==> config.mk <==
export PLATFORM = sky130hd
export DESIGN_NAME = time_ordered_event_queue_core
export DESIGN_NICKNAME = d
export VERILOG_FILES = /design/src/rtl/toeq_pkg.sv /design/src/rtl/time_ordered_event_queue_core.sv /design/src/rtl/toeq_cell.sv
export SDC_FILE = /design/constraint.sdc
export NUM_CORES = 2
export LEC_CHECK = 0
export BUFFER_PORTS_ARGS = -buffer_cell sky130_fd_sc_hd__buf_2
export CORE_UTILIZATION = 30
export CTS_BUF_LIST = sky130_fd_sc_hd__clkbuf_4 sky130_fd_sc_hd__clkbuf_8 sky130_fd_sc_hd__clkbuf_16
export DETAILED_ROUTE_END_ITERATION = 10
export PLACE_DENSITY = 0.45
export SYNTH_ARGS = -nofsm -noshare
export SYNTH_HDL_FRONTEND = slang
export SYNTH_SLANG_ARGS = --single-unit
==> constraint.sdc <==
create_clock -name i_clk -period 16.3 [get_ports i_clk]
set_input_delay 1.63 -clock i_clk [delete_from_list [all_inputs] [get_ports i_clk]]
set_output_delay 1.63 -clock i_clk [all_outputs]
set_load 0.01 [all_outputs]
==> src/rtl/toeq_pkg.sv <==
`timescale 1ns / 1ps
`default_nettype none

package toeq_pkg;

    localparam int TIME_W = 32;
    localparam int TAG_W  = 8;
    localparam int OCC_W  = 5;

    typedef enum logic [1:0] {
        K_INSERT = 2'd0,
        K_POP    = 2'd1,
        K_PEEK   = 2'd2,
        K_NONE   = 2'd3
    } t_kind;

    typedef enum logic [1:0] {
        ST_OK    = 2'd0,
        ST_EMPTY = 2'd1,
        ST_FULL  = 2'd2,
        ST_RSVD  = 2'd3
    } t_status;

    typedef struct packed {
        logic [TIME_W-1:0] ev_time;
        logic [TAG_W-1:0]  ev_type;
        logic [TAG_W-1:0]  ev_source;
        logic [TAG_W-1:0]  ev_dest;
    } t_entry;

    typedef struct packed {
        logic   valid;
        t_entry ev;
    } t_slot;

    // per-cycle command broadcast to every cell
    typedef struct packed {
        logic ins;
        logic pop;
    } t_ctrl;

endpackage

`default_nettype wire

==> src/rtl/time_ordered_event_queue_core.sv <==
`timescale 1ns / 1ps
`default_nettype none

// Channel   | Direction | Handshake              | Payload
// ----------+-----------+------------------------+------------------------------------------
// command   | in        | start & !busy          | i_kind, i_event_time, i_event_type,
//           |           |                        | i_source_floor, i_dest_floor
// result    | out       | o_done (one cycle)     | o_status, o_out_time, o_out_type,
//           |           |                        | o_out_source, o_out_dest, o_occupancy
//
// One item per cycle: busy is never raised. Each item's result appears on the
// cycle after acceptance, set by the single compare-and-shift step of the cell
// chain. Synchronous active-low reset empties the chain (valid bits only) and
// clears the count and strobe. The receiver cannot stall; results are simply
// presented for one cycle.
module time_ordered_event_queue_core #(
    parameter int QUEUE_DEPTH = 16
) (
    input  wire                         i_clk,
    input  wire                         i_rst_n,
    input  wire                         start,
    output logic                        busy,
    input  wire  [1:0]                  i_kind,
    input  wire  [toeq_pkg::TIME_W-1:0] i_event_time,
    input  wire  [toeq_pkg::TAG_W-1:0]  i_event_type,
    input  wire  [toeq_pkg::TAG_W-1:0]  i_source_floor,
    input  wire  [toeq_pkg::TAG_W-1:0]  i_dest_floor,
    output logic                        o_done,
    output logic [1:0]                  o_status,
    output logic [toeq_pkg::TIME_W-1:0] o_out_time,
    output logic [toeq_pkg::TAG_W-1:0]  o_out_type,
    output logic [toeq_pkg::TAG_W-1:0]  o_out_source,
    output logic [toeq_pkg::TAG_W-1:0]  o_out_dest,
    output logic [toeq_pkg::OCC_W-1:0]  o_occupancy
);

    localparam int CNT_W = $clog2(QUEUE_DEPTH + 1);

    toeq_pkg::t_ctrl  s_ctrl;
    toeq_pkg::t_entry s_new;
    toeq_pkg::t_slot  s_slot  [QUEUE_DEPTH];
    logic             s_place [QUEUE_DEPTH];
    toeq_pkg::t_kind  s_kind;
    logic             s_accept;
    logic             s_full;
    logic             s_empty;

    logic [CNT_W-1:0] r_count, n_count;
    logic             r_done;
    toeq_pkg::t_status r_status, n_status;
    toeq_pkg::t_entry r_ev, n_ev;
    logic [CNT_W+toeq_pkg::OCC_W-1:0] s_occ_ext;

    assign busy     = 1'b0;
    assign s_accept = start && !busy;
    assign s_kind   = toeq_pkg::t_kind'(i_kind);
    assign s_full   = (r_count == CNT_W'(QUEUE_DEPTH));
    assign s_empty  = (r_count == '0);

    assign s_new.ev_time   = i_event_time;
    assign s_new.ev_type   = i_event_type;
    assign s_new.ev_source = i_source_floor;
    assign s_new.ev_dest   = i_dest_floor;

    assign s_ctrl.ins = s_accept && (s_kind == toeq_pkg::K_INSERT) && !s_full;
    assign s_ctrl.pop = s_accept && (s_kind == toeq_pkg::K_POP) && !s_empty;

    // sorted chain; slot 0 holds the earliest event
    genvar g;
    generate
        for (g = 0; g < QUEUE_DEPTH; g++) begin : g_cell
            toeq_pkg::t_slot s_left;
            logic            s_left_place;
            toeq_pkg::t_slot s_right;
            if (g == 0) begin : g_first
                assign s_left       = '0;
                assign s_left_place = 1'b0;
            end else begin : g_mid
                assign s_left       = s_slot[g-1];
                assign s_left_place = s_place[g-1];
            end
            if (g == QUEUE_DEPTH - 1) begin : g_last
                assign s_right = '0;
            end else begin : g_inner
                assign s_right = s_slot[g+1];
            end
            toeq_cell u_cell (
                .i_clk        (i_clk),
                .i_rst_n      (i_rst_n),
                .i_ctrl       (s_ctrl),
                .i_new        (s_new),
                .i_left       (s_left),
                .i_left_place (s_left_place),
                .i_right      (s_right),
                .o_slot       (s_slot[g]),
                .o_place      (s_place[g])
            );
        end
    endgenerate

    // result formation
    always_comb begin
        n_count  = r_count;
        n_status = toeq_pkg::ST_OK;
        n_ev     = '0;
        case (s_kind)
            toeq_pkg::K_INSERT: begin
                if (s_full) begin
                    n_status = toeq_pkg::ST_FULL;
                end else begin
                    n_count = r_count + 1'b1;
                end
            end
            toeq_pkg::K_POP, toeq_pkg::K_PEEK: begin
                if (s_empty) begin
                    n_status = toeq_pkg::ST_EMPTY;
                end else begin
                    n_ev = s_slot[0].ev;
                    if (s_kind == toeq_pkg::K_POP) begin
                        n_count = r_count - 1'b1;
                    end
                end
            end
            default: begin
                n_status = toeq_pkg::ST_OK;
            end
        endcase
    end

    always_ff @(posedge i_clk) begin
        if (!i_rst_n) begin
            r_count <= '0;
            r_done  <= 1'b0;
        end else begin
            r_done <= s_accept;
            if (s_accept) begin
                r_count  <= n_count;
                r_status <= n_status;
                r_ev     <= n_ev;
            end
        end
    end

    // occupancy is reported modulo 32
    assign s_occ_ext = {{toeq_pkg::OCC_W{1'b0}}, r_count};

    assign o_done       = r_done;
    assign o_status     = r_status;
    assign o_out_time   = r_ev.ev_time;
    assign o_out_type   = r_ev.ev_type;
    assign o_out_source = r_ev.ev_source;
    assign o_out_dest   = r_ev.ev_dest;
    assign o_occupancy  = s_occ_ext[toeq_pkg::OCC_W-1:0];

endmodule

`default_nettype wire

==> src/rtl/toeq_cell.sv <==
`timescale 1ns / 1ps
`default_nettype none

// One slot of the sorted chain.
module toeq_cell (
    input  wire                   i_clk,
    input  wire                   i_rst_n,
    input  toeq_pkg::t_ctrl       i_ctrl,
    input  toeq_pkg::t_entry      i_new,
    input  toeq_pkg::t_slot       i_left,
    input  wire                   i_left_place,
    input  toeq_pkg::t_slot       i_right,
    output toeq_pkg::t_slot       o_slot,
    output logic                  o_place
);

    toeq_pkg::t_slot r_slot;
    toeq_pkg::t_slot n_slot;

    // new item lands at or before this slot
    assign o_place = !r_slot.valid || (r_slot.ev.ev_time >= i_new.ev_time);
    assign o_slot  = r_slot;

    always_comb begin
        n_slot = r_slot;
        if (i_ctrl.ins) begin
            if (i_left_place) begin
                n_slot = i_left;
            end else if (o_place) begin
                n_slot.valid = 1'b1;
                n_slot.ev    = i_new;
            end
        end else if (i_ctrl.pop) begin
            n_slot = i_right;
        end
    end

    always_ff @(posedge i_clk) begin
        if (!i_rst_n) begin
            r_slot.valid <= 1'b0;
        end else begin
            r_slot <= n_slot;
        end
    end

endmodule

`default_nettype wire
==> summary.md <==
| Metric | Value |
|---|---|
| First-pass GRT wire length | `between 300 and 400 mm` |
| Post-route ant nets | `0` |
| Register area share after synthesis | `48.1%` |
| Via count | `between 40,000 and 50,000` |
| Hold Crit Class | `flip-flop to flip-flop` |
| Worst path arrival time | `7.25 ns` |
| Fin Clk Skew | `0.0572 ns` |
| Final setup viols | `0` |
| Total Routing Usage GR | `22.5%` |
| PortBufs | `124` |
| Synth warnings | `0` |
| Mapped cell area | `0.0604 sq mm` |
| Router iterations before antenna repair | `11` |
| Clk buf depth | `3` |
| Later-pin clock latency in the skew report | `0.80 ns` |
| Number of synthesized flops with an enable pin | `954` |
| Sequential cell area | `0.0291 sq mm` |
| Fin cells | `roughly 8,500` |
| Area of the multi-input gates | `0.0296 sq mm` |
| Post-CTS sizing | `0` |
| Reg clk slew, reported paths | `approximately 0.06 ns` |
| Number of buffers created by CTS | `roughly 120` |
| Beginning of the critical path | `i_event_time[7]` |
| Via-per-instance ratio | `5.53` |
| Final instance area | `approximately 0.068 sq mm` |
| Floorplan row count | `164` |
| Post-DP Area | `0.0637 sq mm` |
| Starting Density | `30.2%` |
| Chip width | `451 um` |
| CTS Hold Bufs | `0` |
| Routed wire per std cell | `27.5 um` |
| Area Growth Syn to Fin | `12.1%` |
| Synth Register Bits | `between 900 and 1,000` |
| Postcts setup bufs | `0` |
| Leak Pwr | `26.1 nW` |
| Most used DFF post-synth | `edfxtp_1` |
| Final weighted congestion in routability-driven placement | `just under 0.9` |
| Die Ht | `approximately 450 um` |
| Maxcap violations | `0` |
| Vias in the first global route | `between 40,000 and 50,000` |
| CP Launch Type | `input port` |
| Final Util | `33.9%` |
| Tmin final | `6.84 ns` |
| H-tree lvl count | `3` |
| Failing checks | `DRC` |
| Placed Instances | `8,278` |
| HPWL Detailed | `between 150 and 200 mm` |
| P per Cell Area | `99.5 mW/mm^2` |
| WS Path Type | `input port to flip-flop` |
| R2R Path Start | `g_cell[7].u_cell.o_slot[31]` |
| Root Buffer Master | `clkbuf_16` |
| Drt total wl | `between 200 and 250 mm` |
| Hold Vio Cnt, Final | `0` |
| Final slew viol count | `0` |
| Initial antenna violation count | `12` |
| DR DRC count | `8` |
| Gr ovfl total | `0` |
| Synthesized Nets | `6,446` |
| Yosys cell types | `67` |
| Core area | `0.200 sq mm` |
| Largest net degree at the start of global routing | `~210` |
| Tcrit/Tclk final | `42.0%` |
| Syn Inst Count | `5,865` |
| Critical Path Sink Type | `flip-flop` |
| Status | `finished with violations` |
| CTS tree | `built` |
| Syn_area_per_cell | `slightly above 10 sq um` |
| Worst vdd ir | `0.0956 mV` |
| Initial DRC Count | `4,105` |
| Die ar. | `0.203 sq mm` |
| RSZ-0062 raised after global routing | `no` |
| Worst slew pin tran | `1.39 ns` |
| CTS Sinks | `976` |
| # nets final | `6,324` |
| WP data required | `16.71 ns` |
| Crit-path max FO | `44` |
| Post-synth ARST share | `0%` |
| HP Start | `g_cell[15].u_cell.o_slot[56]` |
| TNS Setup | `0 ns` |
| Boundary pin count | `126` |
| Fill cells | `around 20,000` |
| Share of post-route cells with drive strength above 1 | `8.24%` |
| Slew headroom | `under 10%` |
| Fmax | `~150 MHz` |
==> registers in the layout, summed over array words and instances, names as in the netlist <==
signal,count
o_out_type,8
o_out_dest,8
o_occupancy,5
o_out_source,8
o_out_time,32
o_status,2
g_cell.u_cell.o_slot,912
o_done,1
==> report_power, final <==
part | leakage [nW] | total (W) | internal, W | switching [W]
sequential | 8.88 | 0.00298 | 0.00289 | 0.0000872
clock | 2.05 | 0.00282 | 0.00162 | 0.00120
combinational | 15.1 | 0.000940 | 0.000288 | 0.000653
total | 26.1 | 0.00674 | 0.00481 | 0.00194
==> final timing paths <==
check | to | slack, ns | cells past startpoint
setup / recovery | g_cell[8].u_cell.o_slot[52] | 9.46 | 14
hold / removal | g_cell[15].u_cell.o_slot[56] | 0.51 | 2
setup reg to reg | g_cell[8].u_cell.o_slot[52] | 10.82 | 12
hold reg to reg | g_cell[15].u_cell.o_slot[56] | 0.51 | 2
==> stage by stage <==
step | hold WS (ns) | setup slack, ns | total power [W]
global route | 0.527 | 9.44 | 0.00698
CTS | 0.508 | 9.64 | 0.00680
detailed placement | 0.498 | 8.79 | 0.00397
floorplan | 0.461 | 8.70 | 0.00359
global placement | 0.488 | 8.71 | 0.00396
finish | 0.511 | 9.46 | 0.00674
==> worst max-delay path: stages <==
cell	delay [ns]
buf_2	0.32
inv_1	0.47
ha_1	0.47
nand2_1	0.11
nor2_1	0.11
o21ai_0	0.14
o21ai_0	1.09
a21oi_1	0.27
o21ai_4	0.21
buf_4	0.64
buf_4	0.81
nor3_1	0.17
nor2_4	0.14
buf_4	0.57
==> cell usage in the layout, fill, tap and decap left out, types with 8 or more instances in the layout <==
master     instances
clkinv_1          22
clkbuf_4          29
a21oi_1          378
nand4_1           75
nand2b_1          20
a311oi_1           8
o31ai_1           60
o21a_1            10
nand2_1          759
dfxtp_1           22
clkinv_2          24
a211oi_1          19
mux2i_1          633
or3_1             60
buf_2            124
a21o_1           118
o21ai_0          465
a2111oi_0         10
a31oi_1           10
inv_1             56
bufinv_16         11
edfxtp_1         954
and4_1            16
nand3_1          117
o22ai_1           60
buf_4             96
clkbuf_16        121
nor2_4             8
ha_1             519
nor2b_1           19
o211ai_1         109
and2_1            59
a31oi_4            9
nor3_1           296
nor2_1           345
o21ai_1           79
==> Yosys cell counts (all sizes together), types with 56 or more instances <==
library cell,instances,area share (%)
clkbuf,338,2.1
or3,60,0.62
nand3,119,0.99
a21oi,379,3.1
nor2,353,2.2
buf,129,1.2
o31ai,60,0.75
and2,60,0.62
nor3,297,2.5
nand2,762,4.7
mux2i,633,10
a21o,119,1.5
nand4,75,0.78
o22ai,60,0.62
edfxtp,954,47
inv,56,0.35
ha,519,11
o211ai,110,1.4
o21ai,546,4.5
==> cell families after synthesis <==
kind of cell / synth area share [%]
AOI/OAI and AO/OA: 13.5
xor gates and xnor gates: 0.0724
adders and majority gates: 10.8
buffers and inverters: 3.62
DFF: 48.1
muxes: 10.5
other: 0.00620
and+or+nand+nor: 13.4
==> layout make-up <==
cell class	count	area share, %
timing repair buffer	224	2.08
inverter	56	0.310
clock inverter	70	1.13
sequential	976	42.9
antenna	4	0.0148
clock buffer	157	4.93
multi-input combinational	4366	43.7
tap	2656	4.90
==> per-layer routing <==
| metal | share of wire (%) | track usage [%] | vias up |
|---|---|---|---|
| met5 | 0.011 | 0 | - |
| met4 | 2.9 | 6.86 | 6 |
| met3 | 5.4 | 2.80 | 254 |
| met2 | 46 | 36.3 | 1469 |
| met1 | 46 | 31.1 | 23600 |
| li1 | - | - | 21700 |
Power figures use the tool's default switching activity.
